**config.mk**
```make
export PLATFORM = sky130hd
export DESIGN_NAME = varint_varlong_codec_flat
export DESIGN_NICKNAME = d
export VERILOG_FILES = /design/src/rtl/core/vvc_pkg.sv /design/src/rtl/core/vvc_if.sv /design/src/rtl/core/vvc_decoder.sv /design/src/rtl/core/vvc_encoder.sv /design/src/rtl/core/varint_varlong_codec.sv /design/src/flat_wrapper.sv
export SDC_FILE = /design/constraint.sdc
export NUM_CORES = 1
export LEC_CHECK = 0
export ABC_AREA = 1
export BUFFER_PORTS_ARGS = -buffer_cell sky130_fd_sc_hd__buf_2
export CORE_ASPECT_RATIO = 0.8
export CORE_MARGIN = 5
export CORE_UTILIZATION = 35
export CTS_CLUSTER_SIZE = 40
export DETAILED_ROUTE_END_ITERATION = 6
export GPL_TIMING_DRIVEN = 1
export PLACE_DENSITY = 0.49
export SLEW_MARGIN = 20
export SYNTH_ARGS = -nofsm -noshare
export SYNTH_HDL_FRONTEND = slang
export SYNTH_SLANG_ARGS = --single-unit
export TNS_END_PERCENT = 100
```
**constraint.sdc**
```tcl
create_clock -name clk -period 8.1 [get_ports clk]
set_input_delay 0 -clock clk [delete_from_list [all_inputs] [get_ports clk]]
set_output_delay 0 -clock clk [all_outputs]
set_load 0.005 [all_outputs]
```
**src/rtl/core/vvc_pkg.sv**
```systemverilog
// ----------------------------------------------------------------------------
// vvc_pkg
// Shared types and constants of the variable-length integer codec.
// ----------------------------------------------------------------------------
package vvc_pkg;

  localparam int VAL_W       = 64;
  localparam int NARROW_W    = 32;
  localparam int BYTE_W      = 8;
  localparam int GRP_BITS    = 7;
  localparam int CONT_POS    = 7;
  // Groups needed to cover each width (ceiling of width / 7).
  localparam int MAX_GRP_32  = (NARROW_W + GRP_BITS - 1) / GRP_BITS;
  localparam int MAX_GRP_64  = (VAL_W + GRP_BITS - 1) / GRP_BITS;
  localparam int GRP_IDX_W   = $clog2(MAX_GRP_64);

  typedef logic [GRP_IDX_W-1:0] grp_idx_t;
  typedef logic [GRP_BITS-1:0]  grp_t;
  typedef logic [VAL_W-1:0]     val_t;
  typedef logic [BYTE_W-1:0]    byte_t;

  localparam logic OP_DECODE = 1'b0;
  localparam logic OP_ENCODE = 1'b1;
  localparam logic KIND_DEC  = 1'b0;
  localparam logic KIND_ENC  = 1'b1;
  localparam logic MODE_32   = 1'b0;
  localparam logic MODE_64   = 1'b1;

  // One result beat.
  typedef struct packed {
    logic  kind;
    val_t  value;
    byte_t data;
    logic  last;
    logic  overflow;
  } result_t;

  // Encoder status toward the output stage.
  typedef struct packed {
    logic    busy;
    result_t res;
  } enc_stat_t;

endpackage

```
**src/rtl/core/vvc_if.sv**
```systemverilog
// ----------------------------------------------------------------------------
// vvc_in_if / vvc_out_if
// Valid/ready channels of the codec: item in, result out.
// ----------------------------------------------------------------------------
interface vvc_in_if;
  import vvc_pkg::*;

  logic  valid;
  logic  ready;
  logic  operation;
  logic  long_mode;
  byte_t in_byte;
  val_t  in_value;

  modport source (output valid, operation, long_mode, in_byte, in_value, input ready);
  modport sink   (input valid, operation, long_mode, in_byte, in_value, output ready);
endinterface

interface vvc_out_if;
  import vvc_pkg::*;

  logic  valid;
  logic  ready;
  logic  out_kind;
  val_t  out_value;
  byte_t out_byte;
  logic  out_last;
  logic  out_overflow;

  modport source (output valid, out_kind, out_value, out_byte, out_last, out_overflow,
                  input ready);
  modport sink   (input valid, out_kind, out_value, out_byte, out_last, out_overflow,
                  output ready);
endinterface

```
**src/rtl/core/vvc_decoder.sv**
```systemverilog
// ----------------------------------------------------------------------------
// vvc_decoder
// Accumulate one 7-bit group per accepted byte; report value or overflow.
// ----------------------------------------------------------------------------
module vvc_decoder (
  input  logic             clk,
  input  logic             rst_n,
  input  logic             go,
  input  logic             long_mode,
  input  vvc_pkg::byte_t   in_byte,
  output logic             res_valid,
  output vvc_pkg::result_t res
);
  import vvc_pkg::*;

  val_t     acc_r, acc_nxt;
  grp_idx_t idx_r, idx_nxt;
  logic     mode_r, mode_nxt;

  logic     mode;
  val_t     wmask;
  val_t     placed;
  val_t     merged;
  logic     cont;
  logic     ovf;

  always_comb begin
    mode   = (idx_r == '0) ? long_mode : mode_r;
    wmask  = (mode == MODE_64) ? '1 : {{(VAL_W-NARROW_W){1'b0}}, {NARROW_W{1'b1}}};
    placed = '0;
    // Place the group at its slot; one slot per group index.
    for (int i = 0; i < MAX_GRP_64; i++) begin
      if (idx_r == GRP_IDX_W'(i)) begin
        placed = VAL_W'(in_byte[GRP_BITS-1:0]) << (GRP_BITS * i);
      end
    end
    merged = (acc_r | placed) & wmask;
    cont   = in_byte[CONT_POS];
    ovf    = cont && ((mode == MODE_64) ? (idx_r == GRP_IDX_W'(MAX_GRP_64 - 1))
                                        : (idx_r == GRP_IDX_W'(MAX_GRP_32 - 1)));

    res_valid    = go && (!cont || ovf);
    res.kind     = KIND_DEC;
    res.value    = ovf ? '0 : merged;
    res.data     = '0;
    res.last     = 1'b1;
    res.overflow = ovf;

    acc_nxt  = acc_r;
    idx_nxt  = idx_r;
    mode_nxt = mode_r;
    if (go) begin
      mode_nxt = mode;
      if (res_valid) begin
        acc_nxt = '0;
        idx_nxt = '0;
      end else begin
        acc_nxt = merged;
        idx_nxt = idx_r + GRP_IDX_W'(1);
      end
    end
  end

  always_ff @(posedge clk) begin
    if (!rst_n) begin
      acc_r  <= '0;
      idx_r  <= '0;
      mode_r <= MODE_32;
    end else begin
      acc_r  <= acc_nxt;
      idx_r  <= idx_nxt;
      mode_r <= mode_nxt;
    end
  end

  // Group index never runs past the last group of the widest mode.
  assert property (@(posedge clk) disable iff (!rst_n)
    idx_r <= GRP_IDX_W'(MAX_GRP_64 - 1))
    else $error("decoder group index out of range");

  // In narrow mode the index stays within the narrow group count.
  assert property (@(posedge clk) disable iff (!rst_n)
    (idx_r != '0 && mode_r == MODE_32) |-> idx_r <= GRP_IDX_W'(MAX_GRP_32 - 1))
    else $error("narrow decode ran past its width");

  // Any result, value or overflow, always clears the partial value.
  assert property (@(posedge clk) disable iff (!rst_n)
    res_valid |=> (idx_r == '0 && acc_r == '0))
    else $error("decode state not cleared after result");
endmodule

```
**src/rtl/core/vvc_encoder.sv**
```systemverilog
// ----------------------------------------------------------------------------
// vvc_encoder
// Shift a loaded value out seven bits per byte, low group first.
// ----------------------------------------------------------------------------
module vvc_encoder (
  input  logic               clk,
  input  logic               rst_n,
  input  logic               load,
  input  logic               long_mode,
  input  vvc_pkg::val_t      in_value,
  input  logic               advance,
  output vvc_pkg::enc_stat_t stat
);
  import vvc_pkg::*;

  val_t sh_r, sh_nxt;
  logic busy_r, busy_nxt;
  logic last;

  always_comb begin
    last = (sh_r[VAL_W-1:GRP_BITS] == '0);

    stat.busy         = busy_r;
    stat.res.kind     = KIND_ENC;
    stat.res.value    = '0;
    stat.res.data     = {~last, sh_r[GRP_BITS-1:0]};
    stat.res.last     = last;
    stat.res.overflow = 1'b0;

    sh_nxt   = sh_r;
    busy_nxt = busy_r;
    if (load) begin
      sh_nxt   = (long_mode == MODE_64) ? in_value
                                        : {{(VAL_W-NARROW_W){1'b0}}, in_value[NARROW_W-1:0]};
      busy_nxt = 1'b1;
    end else if (advance && busy_r) begin
      sh_nxt = sh_r >> GRP_BITS;
      if (last) begin
        busy_nxt = 1'b0;
      end
    end
  end

  always_ff @(posedge clk) begin
    if (!rst_n) begin
      busy_r <= 1'b0;
    end else begin
      busy_r <= busy_nxt;
    end
  end

  always_ff @(posedge clk) begin
    sh_r <= sh_nxt;
  end

  // A new value is never loaded over one still being sent.
  assert property (@(posedge clk) disable iff (!rst_n)
    load |-> !busy_r)
    else $error("encoder loaded while busy");

  // Sending the final byte frees the encoder.
  assert property (@(posedge clk) disable iff (!rst_n)
    (advance && busy_r && last && !load) |=> !busy_r)
    else $error("encoder stayed busy after final byte");

  // Non-final bytes carry the continuation bit.
  assert property (@(posedge clk) disable iff (!rst_n)
    busy_r |-> (stat.res.data[CONT_POS] == !stat.res.last))
    else $error("continuation bit does not match last flag");
endmodule

```
**src/rtl/core/varint_varlong_codec.sv**
```systemverilog
// ----------------------------------------------------------------------------
// varint_varlong_codec
// Unsigned LEB128-style codec for 32-bit and 64-bit integers.
// ----------------------------------------------------------------------------
//  channel   dir  beat contents
//  in_ch     in   operation, long_mode, in_byte, in_value
//  out_ch    out  out_kind, out_value, out_byte, out_last, out_overflow
//
//  Decode: one byte per cycle while the input is ready; a result is registered
//  in the output register, or in the skid register when the output stalls.
//  Encode: load the shift register, then one byte per cycle unless stalled.
//  Reset (rst_n low, synchronous) clears the partial decode, the encoder and
//  the output stage. A stalled output holds the output register; one decode
//  result may wait in a skid register behind it, after which input stalls.
// ----------------------------------------------------------------------------
module varint_varlong_codec (
  input  logic      clk,
  input  logic      rst_n,
  vvc_in_if.sink    in_ch,
  vvc_out_if.source out_ch
);
  import vvc_pkg::*;

  // Output register and one-entry skid for decode results.
  logic    out_valid_r, out_valid_nxt;
  result_t out_r, out_nxt;
  logic    pend_r, pend_nxt;
  result_t pend_res_r, pend_res_nxt;

  logic      slot_free;
  logic      accept;
  logic      dec_go;
  logic      enc_load;
  logic      enc_advance;
  logic      dec_res_valid;
  result_t   dec_res;
  enc_stat_t enc_stat;

  // Input waits while the encoder is sending or a decode result is parked.
  assign in_ch.ready = !enc_stat.busy && !pend_r;
  assign accept      = in_ch.valid && in_ch.ready;
  assign dec_go      = accept && (in_ch.operation == OP_DECODE);
  assign enc_load    = accept && (in_ch.operation == OP_ENCODE);
  assign slot_free   = !out_valid_r || out_ch.ready;
  // Send an encoded byte only when nothing older is waiting.
  assign enc_advance = slot_free && !pend_r && enc_stat.busy;

  vvc_decoder u_dec (
    .clk       (clk),
    .rst_n     (rst_n),
    .go        (dec_go),
    .long_mode (in_ch.long_mode),
    .in_byte   (in_ch.in_byte),
    .res_valid (dec_res_valid),
    .res       (dec_res)
  );

  vvc_encoder u_enc (
    .clk       (clk),
    .rst_n     (rst_n),
    .load      (enc_load),
    .long_mode (in_ch.long_mode),
    .in_value  (in_ch.in_value),
    .advance   (enc_advance),
    .stat      (enc_stat)
  );

  always_comb begin
    out_valid_nxt = out_valid_r;
    out_nxt       = out_r;
    pend_nxt      = pend_r;
    pend_res_nxt  = pend_res_r;

    if (slot_free) begin
      // Oldest first: parked result, fresh decode result, encoder byte.
      priority if (pend_r) begin
        out_valid_nxt = 1'b1;
        out_nxt       = pend_res_r;
        pend_nxt      = 1'b0;
      end else if (dec_res_valid) begin
        out_valid_nxt = 1'b1;
        out_nxt       = dec_res;
      end else if (enc_stat.busy) begin
        out_valid_nxt = 1'b1;
        out_nxt       = enc_stat.res;
      end else begin
        out_valid_nxt = 1'b0;
      end
    end else if (dec_res_valid) begin
      // Output stalled: park the decode result.
      pend_nxt     = 1'b1;
      pend_res_nxt = dec_res;
    end
  end

  always_ff @(posedge clk) begin
    if (!rst_n) begin
      out_valid_r <= 1'b0;
      pend_r      <= 1'b0;
    end else begin
      out_valid_r <= out_valid_nxt;
      pend_r      <= pend_nxt;
    end
  end

  always_ff @(posedge clk) begin
    out_r      <= out_nxt;
    pend_res_r <= pend_res_nxt;
  end

  assign out_ch.valid        = out_valid_r;
  assign out_ch.out_kind     = out_r.kind;
  assign out_ch.out_value    = out_r.value;
  assign out_ch.out_byte     = out_r.data;
  assign out_ch.out_last     = out_r.last;
  assign out_ch.out_overflow = out_r.overflow;

  // A parked result always sits behind a full output register.
  assert property (@(posedge clk) disable iff (!rst_n)
    pend_r |-> out_valid_r)
    else $error("skid holds a result while output is empty");

  // Encoder bytes and a parked decode result never overlap.
  assert property (@(posedge clk) disable iff (!rst_n)
    !(pend_r && enc_stat.busy))
    else $error("skid and encoder active together");

  // An overflow result carries a zero value.
  assert property (@(posedge clk) disable iff (!rst_n)
    (out_valid_r && out_r.overflow) |-> (out_r.value == '0 && out_r.kind == KIND_DEC))
    else $error("overflow result with nonzero value");

  // A decoded value is always a single, final beat.
  assert property (@(posedge clk) disable iff (!rst_n)
    (out_valid_r && out_r.kind == KIND_DEC) |-> out_r.last)
    else $error("decode result not marked last");
endmodule

```
**src/flat_wrapper.sv**
```systemverilog
// flat-port wrapper written by rule: the top's interface ports become plain ports
module varint_varlong_codec_flat import vvc_pkg::*;
  (clk, rst_n, in_ch_valid, in_ch_operation, in_ch_long_mode, in_ch_in_byte, in_ch_in_value, in_ch_ready, out_ch_valid, out_ch_out_kind, out_ch_out_value, out_ch_out_byte, out_ch_out_last, out_ch_out_overflow, out_ch_ready);
  vvc_in_if in_ch_i ();
  vvc_out_if out_ch_i ();
  input  logic clk;
  input  logic rst_n;
  input wire logic [$bits(in_ch_i.valid)-1:0] in_ch_valid;
  input wire logic [$bits(in_ch_i.operation)-1:0] in_ch_operation;
  input wire logic [$bits(in_ch_i.long_mode)-1:0] in_ch_long_mode;
  input wire logic [$bits(in_ch_i.in_byte)-1:0] in_ch_in_byte;
  input wire logic [$bits(in_ch_i.in_value)-1:0] in_ch_in_value;
  output wire logic [$bits(in_ch_i.ready)-1:0] in_ch_ready;
  output wire logic [$bits(out_ch_i.valid)-1:0] out_ch_valid;
  output wire logic [$bits(out_ch_i.out_kind)-1:0] out_ch_out_kind;
  output wire logic [$bits(out_ch_i.out_value)-1:0] out_ch_out_value;
  output wire logic [$bits(out_ch_i.out_byte)-1:0] out_ch_out_byte;
  output wire logic [$bits(out_ch_i.out_last)-1:0] out_ch_out_last;
  output wire logic [$bits(out_ch_i.out_overflow)-1:0] out_ch_out_overflow;
  input wire logic [$bits(out_ch_i.ready)-1:0] out_ch_ready;
  assign in_ch_i.valid = in_ch_valid;
  assign in_ch_i.operation = in_ch_operation;
  assign in_ch_i.long_mode = in_ch_long_mode;
  assign in_ch_i.in_byte = in_ch_in_byte;
  assign in_ch_i.in_value = in_ch_in_value;
  assign in_ch_ready = in_ch_i.ready;
  assign out_ch_valid = out_ch_i.valid;
  assign out_ch_out_kind = out_ch_i.out_kind;
  assign out_ch_out_value = out_ch_i.out_value;
  assign out_ch_out_byte = out_ch_i.out_byte;
  assign out_ch_out_last = out_ch_i.out_last;
  assign out_ch_out_overflow = out_ch_i.out_overflow;
  assign out_ch_i.ready = out_ch_ready;
  varint_varlong_codec u_core (.clk(clk), .rst_n(rst_n), .in_ch(in_ch_i), .out_ch(out_ch_i));
endmodule
```
**Word-level counts from Yosys, hierarchy flattened**

Index checks and enable logic that the tools add are counted.

- Input port bits: 78
- Register bits after elaboration: 276
- Word-level logic and storage cells: 83
- Output and inout bits: 77

- Add/sub/neg operators: 1
- Reductions and logical operators: 25
- Bitwise operators: 6
- Mux-type cells: 28
- Equal/unequal tests: 9

Operators with widths:

| operator | number |
|---|---|
| 64-bit two-way mux | 10 |
| 74-bit two-way mux | 2 |
| 75-bit two-way mux | 1 |
| 64-bit AND | 1 |
| 64-bit OR | 1 |
| 57-bit logical NOT | 1 |
| 42-bit two-way mux | 1 |
| 35-bit two-way mux | 1 |
| 28-bit two-way mux | 1 |
| 21-bit two-way mux | 1 |
| 4-bit by 3-bit equality test with 1-bit output (second input constant) | 4 |
| 14-bit two-way mux | 1 |
| 1-bit logical AND | 9 |
| 4-bit by 2-bit equality test with 1-bit output (second input constant) | 2 |
| 4-bit equality test (second input constant) | 2 |
| 1-bit two-way mux | 8 |
| 7-bit two-way mux | 1 |
| 2-bit AND reduction | 3 |
| 4-bit by 1-bit adder with 4-bit output (second input constant) | 1 |
| 4-bit by 1-bit equality test with 1-bit output (second input constant) | 1 |
| 1-bit logical NOT | 4 |
| 4-bit logical NOT | 1 |
| 4-bit two-way mux | 1 |
| 1-bit inverter | 4 |
| 4 further kinds | 7 |

**Depth between registers and ports, before layout**

Gate-level depths: netlist (run 1).

- Word-level depth: 16
- Mapped depth: 13

**Cells and area by module**

From an unflattened synthesis (run 1), not the netlist that was laid out.

- Cells, all modules: 1747
- Area total of the unflattened synthesis: 14545.2 um^2

Modules (own cells, without submodules):

| module | times used | cells an instance | area an instance (um^2) |
|---|---|---|---|
| varint_varlong_codec | 1 | 730 | 6912.9 |
| vvc_decoder | 1 | 612 | 4062.6 |
| vvc_encoder | 1 | 405 | 3569.7 |

**Worst setup path after synthesis (run 1)**

Ideal clock, no wire load.

- Kind: reg-to-reg
- Start: reg u_core.u_dec.idx_r[0]
- End: reg u_core.pend_res_r[0] (netlist name), enable pin
- Path slack: 1.678 ns
- Path buffers: 1
- Stages on the path, launching flop included: 11
- Arrival time: 5.854 ns
- Required time: 7.532 ns
- Path through: dfxtp_1 inv_1 ha_1 nand3_1 nand2_2 nand2_2 nand2_4 nand2_2 nand2_4 buf_2 nor3_1

- Cells in the longest elaborated chain, start to end: 7
- Elaborated cells on any way between the ends: 9

RTL lines:

| element | line | RTL |
|---|---|---|
| from (decl) | vvc_decoder.sv:17 | `grp_idx_t idx_r, idx_nxt;` |
| from (signal assigned) | vvc_decoder.sv:71 | `idx_r <= idx_nxt;` |
| 4-bit logical NOT | vvc_decoder.sv:28 | `mode = (idx_r == '0) ? long_mode : mode_r;` |
| 1-bit two-way mux | vvc_decoder.sv:28 |  |
| 1-bit two-way mux (*) | vvc_decoder.sv:39 | `ovf = cont && ((mode == MODE_64) ? (idx_r == GRP_IDX_W'(MAX_GRP_64 - 1))` |
| 1-bit logical AND (*) | vvc_decoder.sv:39 |  |
| 1-bit logical OR (*) | vvc_decoder.sv:42 | `res_valid = go && (!cont \|\| ovf);` |
| 1-bit logical AND (*) | vvc_decoder.sv:42 |  |
| 2-bit AND reduction (no line) (*) | -- |  |
| to (signal assigned) | varint_varlong_codec.sv:108 | `pend_res_r <= pend_res_nxt;` |
| to (decl) | varint_varlong_codec.sv:28 | `result_t pend_res_r, pend_res_nxt;` |

Mark *: on every way between the ends. The rest lies on a longest branch, timed or not.
A chain may end at the register's enable or synchronous reset.

**Final worst setup path (run 1)**

- Start: reg u_core.pend_r
- End: reg u_core.out_r, in the netlist u_core.out_ch.out_value[41], enable pin

- Cells in the longest elaborated chain, start to end: 7

RTL lines:

| element | line | RTL |
|---|---|---|
| from (decl) | varint_varlong_codec.sv:27 | `logic pend_r, pend_nxt;` |
| from (signal assigned) | varint_varlong_codec.sv:102 | `pend_r <= pend_nxt;` |
| 1-bit logical NOT | varint_varlong_codec.sv:40 | `assign in_ch.ready = !enc_stat.busy && !pend_r;` |
| 1-bit logical AND | varint_varlong_codec.sv:40 |  |
| 1-bit logical AND | varint_varlong_codec.sv:41 | `assign accept = in_ch.valid && in_ch.ready;` |
| 1-bit logical AND | varint_varlong_codec.sv:42 | `assign dec_go = accept && (in_ch.operation == OP_DECODE);` |
| 1-bit logical AND | vvc_decoder.sv:42 |  |
| 3-bit nonzero test (no line) (*) | -- |  |
| 2-bit AND reduction (no line) (*) | -- |  |
| to (signal assigned) | varint_varlong_codec.sv:107 | `out_r <= out_nxt;` |
| to (decl) | varint_varlong_codec.sv:26 | `result_t out_r, out_nxt;` |

Marked as above.

==> summary.txt, run 1 <==
Worst setup path
  – Crit. Startpoint: u_core.pend_r$_SDFFE_PP0P_
  – Setup Crit Path Kind: register to register
  – CP Data Required Time: 8.27 ns
  – Worst setup EP type: register
  – Crit start category: register
  – R2R Path End: u_core.out_ch.out_value[41]$_DFFE_PP_
  – R2R Path Start: u_core.pend_r$_SDFFE_PP0P_
  – Critical path arrival: 3.94 ns
  – Critical Path Fanout Max: 67
  – Critical path capture point: u_core.out_ch.out_value[41]$_DFFE_PP_
  – Reg2Reg Depth: 8
  – Worst R2R Setup Slack: 4.34 ns

Clock network
  – Clk Latency, worst-skew pair: 0.54 ns
  – Setup Buffers After CTS: 0
  – CTS tree: done
  – Clock-pin slew on the worst setup and hold paths: 0.06 ns
  – H-tree depth: 1
  – CTS resizes: 0
  – CTS Sinks: 276
  – Root Driver: clkbuf_16
  – Cts bufs inserted: 29
  – Clk buf depth: 3

STA
  – Final hold vios: 0
  – Slew margin rel.: 0.3406
  – RSZ-0062 raised after global routing: false
  – Final Cycle Share: 0.4647
  – Setup violators final: 0
  – Worst-margin pin slew: 0.9880 ns
  – Max Fclk: 0.2657 GHz
  – Fin Setup TNS: 0 ns
  – Hold_ws: 0.06692 ns
  – Final Slew Violations: 0
  – Final period demand of the worst path: 3.764 ns
  – Final WS setup: 4.336 ns
  – Skew final: 0.009908 ns

Layout
  – Final core occ: 0.4345
  – Layout cell share with drive strength beyond 1: 0.1517
  – Non-Filler Instances: 2,021
  – Fill count: 3,500
  – Nets: 1,610
  – Antenna diodes: 0
  – Area grow syn2layout: 23.03%
  – Final instance area: 15,060 sq um

Yosys
  – Flops & latches, synth: 276
  – Syn nets: 1,408
  – Syn Inst Count: 1,326
  – Post-synthesis sequential area ratio: 0.6183
  – Yosys Warn Count: 0
  – Mapped Area: 12,240 sq um
  – Synth cell types: 29
  – Mean Syn Cell Area: 9.229 sq um

Placed design
  – PortBufs: 154
  – Placed Cells: 1,893
  – DP Worst Slack: 3.662 ns
  – Gpl congestion: 0.8133
  – Hpwl dp: 19,160 um
  – Placement Cell Area: 13,340 sq um

Global routing
  – Largest net degree at the start of global routing: 69
  – Initial antenna violation count: 0
  – Total track usage: 0.1556
  – Vias in the first global route: 8,926
  – Remaining global-route overflow: 0
  – First-pass GRT wire length: 48,840 um

Die
  – Rows: 61
  – Initial Util: 0.3532
  – I/O Pins: 155
  – Chip width: 219.1 um
  – Die area: 38,830 sq um
  – Die Y: 177.3 um
  – Core ar.: 34,650 sq um

Min path
  – Worst min-delay path class: primary input to register
  – Hold Path Origin: rst_n

Job
  – Max Cap Violations: 0

Route
  – Vias: 9,124
  – Drt first pass iters: 5
  – Post-DRT Antenna Nets: 0
  – Average wire per standard cell: 15.10 um
  – DRT iter0 DRCs: 576
  – Vias per inst: 4.515
  – DRC violations left: 0
  – Drt total wl: 30,510 um

Power and ir drop
  – Total power draw: 3.243 mW
  – Power Dens Cells: 215.4 nW/um^2
  – Static leakage: 6.263 nW
  – Worst vdd ir: 0.1277 mV

Status
  – Status: finished, final reports clean
-- cell usage after synthesis --
cell      count  area share
nor2_1      124       0.038
inv_2         5      0.0015
inv_1       156       0.048
o21bai_1     14      0.0086
nand3_1      91       0.037
edfxtp_1    204        0.50
clkinv_1      1     0.00031
nand2_2       5      0.0026
a21oi_1      27       0.011
o21ai_1      59       0.024
xor2_1        2      0.0014
dfxtp_1      72        0.12
nand4_1      11      0.0056
nor2_2        2      0.0010
nand3_2       2      0.0016
o31ai_1       7      0.0043
clkbuf_2      2     0.00082
nor2_4        1     0.00092
buf_4         8      0.0049
nand2_1     379        0.12
clkbuf_1     30      0.0092
nand2_4       4      0.0037
and2_1       21       0.011
buf_2        19      0.0078
o21ai_0      53       0.022
buf_6         8      0.0074
nor3_1        1     0.00041
ha_1          4      0.0041
o211ai_1     14      0.0086
-- sequential cells by signal (all words and copies together), names as in the netlist --
| signal | cells |
|---|---|
| u_core.out_ch.out_byte | 8 |
| u_core.out_ch.out_kind | 1 |
| u_core.out_ch.out_last | 1 |
| u_core.out_ch.out_overflow | 1 |
| u_core.out_ch.out_value | 64 |
| u_core.out_ch.valid | 1 |
| u_core.pend_r | 1 |
| u_core.pend_res_r | 65 |
| u_core.u_dec.acc_r | 64 |
| u_core.u_dec.idx_r | 4 |
| u_core.u_dec.mode_r | 1 |
| u_core.u_enc.busy_r | 1 |
| u_core.u_enc.sh_r | 64 |
-- cell families (layout without fill, tap and decap cells) --
kind of cell,Yosys count,in the layout,share of synthesized area
AND/OR/NAND/NOR,641,641,0.2181
AO/OA/AOI/OAI,174,174,0.07831
adder cells (fa/ha/maj),4,4,0.004090
flip-flops,276,276,0.6183
buffers and inverters,229,452,0.07975
XOR/XNOR,2,2,0.001432
-- final cells by class --
cell class	count	area [sq um]	area share
well taps	472	590.6	0.03922
flip-flops and latches	276	7569	0.5027
clock buffers	37	785.8	0.05219
repair buffers	238	1610	0.1069
multi-input cells	821	3737	0.2482
inverters	162	608.1	0.04039
clock inverters	15	156.4	0.01039
-- power by group --
part | internal (mW) | switching [mW]
Sequential | 1.60 | 0.0244
Clock | 0.777 | 0.540
Combinational | 0.101 | 0.196
Total | 2.48 | 0.761
-- placed cells by master (no fill, tap or decap), drive strengths merged --
cell type    Yosys  routed
nor2           127     127
o31ai            7       7
ha               4       4
nor3             1       1
buf             35     164
nand4           11      11
bufinv           0       3
o211ai          14      14
inv            161     161
a21oi           27      27
o21bai          14      14
and2            21      21
dlygate4sd3      0      74
nand3           93      93
clkbuf          32      37
xor2             2       2
dfxtp           72      72
clkinv           1      11
nand2          388     388
clkinvlp         0       2
o21ai          112     112
edfxtp         204     204
-- worst min-delay path by stage --
stage | end | slack [ns] | cells after the start
final | u_core.u_dec.mode_r$_SDFFE_PN0P_ | 0.07 | 4
after global routing | u_core.u_dec.idx_r[0]$_SDFFE_PN0P_ | 0.09 | 4
after CTS | u_core.u_enc.sh_r[45]$_DFFE_PP_ | 0.05 | 3
after detailed placement | u_core.u_enc.sh_r[11]$_DFFE_PP_ | 0.28 | 3
after global placement | u_core.u_enc.sh_r[31]$_DFFE_PP_ | 0.27 | 3
after floorplan | u_core.u_dec.acc_r[26]$_SDFFE_PN0P_ | 0.16 | 2
-- layer usage --
| metal | vias to the layer above | part of all wire | wire length [um] | global-route usage |
|---|---|---|---|---|
| li1 | 4723 | - | - | - |
| met1 | 4152 | 0.48 | 14760 | 0.2263 |
| met2 | 201 | 0.44 | 13510 | 0.2447 |
| met3 | 48 | 0.048 | 1470 | 0.02258 |
| met4 | 0 | 0.025 | 769 | 0.04159 |
| met5 | - | 0 | 0 | 0 |
-- timing repair --
action | 4_1_cts | 5_1_grt
endpoints found under the hold margin | 81 | 0
hold buffers | 74 | 0
setup endpoints to repair | 0 | 0
-- worst max-delay path, stage by stage, from the launching register on --
cell and delay, ns:
dfxtp_2 0.31, buf_4 0.34, nor2_2 0.33, nand2_1 0.17, nor2_2 0.10, buf_4 0.40, nand2_4 0.52, a21oi_4 0.59
buf_4 0.58
Power figures use the tool's default switching activity.
==> run 2, diff against run 1 <==
--- a/config.mk
+++ b/config.mk
@@ -13,7 +13,7 @@
 export CTS_CLUSTER_SIZE = 40
 export DETAILED_ROUTE_END_ITERATION = 6
 export GPL_TIMING_DRIVEN = 1
-export PLACE_DENSITY = 0.49
+export PLACE_DENSITY = 0.51
 export SLEW_MARGIN = 20
 export SYNTH_ARGS = -nofsm -noshare
 export SYNTH_HDL_FRONTEND = slang
==> constraint.sdc (replaced) <==
create_clock -name clk -period 3.2 [get_ports clk]
set_input_delay 0 -clock clk [delete_from_list [all_inputs] [get_ports clk]]
set_output_delay 0 -clock clk [all_outputs]
set_load 0.005 [all_outputs]
==> run 2 against run 1 <==
Non-clock buffer count is 14 higher; utilization rose by 0.31 points; critical path depth is 3 higher; combinational power rose to 2.6 times the previous value; clock skew increased by 0.0090 ns; register-to-register slack worse by 3.6 ns; cell count up 0.79%; sequential power rose to 2.5 times the previous value; largest power group unchanged.
==> summary.txt, run 2 (synthesis results as in run 1) <==
Clock network
  – Clk buf depth: 3 (unchanged)
  – CTS Sinks: 276 (unchanged)
  – CTS tree: done (unchanged)
  – Clock-pin slew on the worst setup and hold paths: 0.06 ns (about the same)
  – Cts bufs inserted: 29 (unchanged)
  – H-tree depth: 1 (unchanged)
  – Setup Buffers After CTS: 0 (unchanged)
  – Root Driver: clkbuf_16 (unchanged)
  – Clk Latency, worst-skew pair: 0.56 ns (was 0.54 ns)

STA
  – Final period demand of the worst path: 2.419 ns (was 3.764 ns)
  – Hold_ws: 0.02651 ns (was 0.06692 ns)
  – Worst-margin pin slew: 1.006 ns (was 0.9880 ns)
  – Skew final: 0.01892 ns (was 0.009908 ns)
  – Slew margin rel.: 0.3265 (was 0.3406)
  – Final hold vios: 0 (unchanged)
  – Max Fclk: 0.4134 GHz (was 0.2657 GHz)
  – Setup violators final: 0 (unchanged)
  – RSZ-0062 raised after global routing: false (unchanged)
  – Final WS setup: 0.7809 ns (was 4.336 ns)
  – Final Slew Violations: 0 (unchanged)
  – Final Cycle Share: 0.7560 (was 0.4647)

Layout
  – Reg with most FFs: u_core.pend_res_r (unchanged)
  – Most frequent cells in the layout: nand2_1 (379), edfxtp_1 (204), inv_1 (154), buf_2 (154), nor2_1 (123) (was nand2_1 (379), edfxtp_1 (204), inv_1 (156))
  – Layout cell share with drive strength beyond 1: 0.1572 (was 0.1517)
  – Commonest non-fill, non-tap cell in the layout: nand2_1 (unchanged)
  – Antenna diodes: 0 (unchanged)
  – Area grow syn2layout: 23.92% (was 23.03%)
  – Nets: 1,624 (was 1,610)
  – Max reg flops: 65 (unchanged)

Worst setup path
  – Reg2Reg Depth: 11 (was 8)
  – Worst R2R Setup Slack: 0.78 ns (was 4.34 ns)
  – Crit start category: register (unchanged)
  – Critical Path Fanout Max: 43 (was 67)
  – Setup Crit Path Kind: register to register (unchanged)
  – R2R Path Start: u_core.u_dec.idx_r[1]$_SDFFE_PN0P_ (was u_core.pend_r$_SDFFE_PP0P_)
  – R2R Path End: u_core.out_ch.out_value[58]$_DFFE_PP_ (was u_core.out_ch.out_value[41]$_DFFE_PP_)
  – Critical path arrival: 2.60 ns (was 3.94 ns)
  – Worst setup EP type: register (unchanged)
  – CP Data Required Time: 3.38 ns (was 8.27 ns)

Global routing
  – Remaining global-route overflow: 0 (unchanged)
  – Total track usage: 0.1602 (was 0.1556)
  – Vias in the first global route: 9,225 (was 8,926)
  – First-pass GRT wire length: 49,910 um (was 48,840 um)
  – Initial antenna violation count: 0 (unchanged)
  – Largest net degree at the start of global routing: 68 (was 69)

Placed design
  – DP Worst Slack: 0.7687 ns (was 3.662 ns)
  – Gpl congestion: 0.8171 (was 0.8133)
  – PortBufs: 154 (unchanged)
  – Hpwl dp: 20,290 um (was 19,160 um)

Min path
  – Hold endpoint: u_core.u_dec.mode_r$_SDFFE_PN0P_ (unchanged)
  – Hold Path Depth: 5 (was 4)
  – Worst min-delay path class: primary input to register (unchanged)
  – Hold Path Origin: in_ch_long_mode (was rst_n)

Route
  – Post-DRT Antenna Nets: 0 (unchanged)
  – DRC violations left: 0 (unchanged)
  – Average wire per standard cell: 15.35 um (was 15.10 um)
  – Drt total wl: 31,260 um (was 30,510 um)
  – Vias per inst: 4.617 (was 4.515)
  – Vias: 9,405 (was 9,124)
  – DRT iter0 DRCs: 586 (was 576)
  – Drt first pass iters: 5 (unchanged)

Die
  – Chip width: 219.1 um (unchanged)
  – Initial Util: 0.3532 (unchanged)
  – I/O Pins: 155 (unchanged)
  – Rows: 61 (unchanged)
  – Die area: 38,830 sq um (unchanged)
  – Die Y: 177.3 um (unchanged)
  – Core ar.: 34,650 sq um (unchanged)

Status
  – Status: finished, final reports clean (unchanged)

Power and ir drop
  – Power Dens Cells: 529.4 nW/um^2 (was 215.4 nW/um^2)
  – Worst vdd ir: 0.3264 mV (was 0.1277 mV)
  – Static leakage: 6.295 nW (was 6.263 nW)

Job
  – Max Cap Violations: 0 (unchanged)
run 2: worst max-delay path by stage:
stage	startpoint	to	slack, ns	cells after the start
floorplan	u_core.u_dec.idx_r[0]$_SDFFE_PN0P_	u_core.pend_res_r[0]$_DFFE_PP_	-0.06	11
global route	u_core.u_enc.busy_r$_SDFFE_PN0P_	u_core.u_dec.acc_r[48]$_SDFFE_PN0P_	0.58	9
CTS	u_core.u_dec.idx_r[1]$_SDFFE_PN0P_	u_core.out_ch.out_value[58]$_DFFE_PP_	0.75	11
detailed placement	u_core.u_dec.idx_r[3]$_SDFFE_PN0P_	u_core.out_ch.out_value[58]$_DFFE_PP_	0.77	10
global placement	u_core.u_dec.idx_r[0]$_SDFFE_PN0P_	u_core.out_ch.out_value[58]$_DFFE_PP_	0.85	11
finish	u_core.u_dec.idx_r[1]$_SDFFE_PN0P_	u_core.out_ch.out_value[58]$_DFFE_PP_	0.78	11
run 2: layout make-up:
type                    count  area (sq um)
clock buffers              45         815.8
clock inverters             9         57.56
fillers                  3416         19480
inverters                 162         610.6
multi-input cells         821          3789
flip-flops and latches    276          7574
well taps                 472         590.6
repair buffers            252          1729
run 2: worst max-delay path: stages (launching register included):
cell,delay (ns)
dfxtp_2,0.34
inv_2,0.10
ha_4,0.18
nand2_4,0.09
nand2_4,0.10
nand2_4,0.11
nand2_4,0.10
nand2_4,0.09
nand2_2,0.09
nand2_4,0.14
a21oi_4,0.17
buf_4,0.49
run 2: power breakdown:
part	internal [mW]	total, mW	switching [mW]	leakage [nW]
registers	4.06	4.12	0.0617	2.49
logic	0.267	0.775	0.508	3.39
clock network	1.75	3.13	1.38	0.423
total	6.08	8.03	1.95	6.30
run 2: metrics by stage:
stage | cells | util | area [sq um] | power [mW] | setup TNS, ns
after floorplan | 1326 | - | 12330 | 4.623 | -3.590
after global placement | 1904 | 0.3897 | 13500 | 4.906 | 0
after detailed placement | 1904 | 0.3897 | 13500 | 4.912 | 0
after CTS | 2037 | 0.4377 | 15170 | 8.151 | 0
after global routing | 2037 | 0.4377 | 15170 | 8.399 | 0
final | 2037 | 0.4377 | 15170 | 8.029 | 0
run 2: routing by layer:
layer	GRT usage	wire (um)
met5	0	0
met4	0.04735	870
met3	0.03250	1456
met2	0.2513	14060
met1	0.2257	14880
run 2: timing repair:
| item | CTS | global route |
|---|---|---|
| hold buffers | 79 | 0 |
| resized for setup | 0 | 0 |
| endpoints found under the hold margin | 83 | 0 |
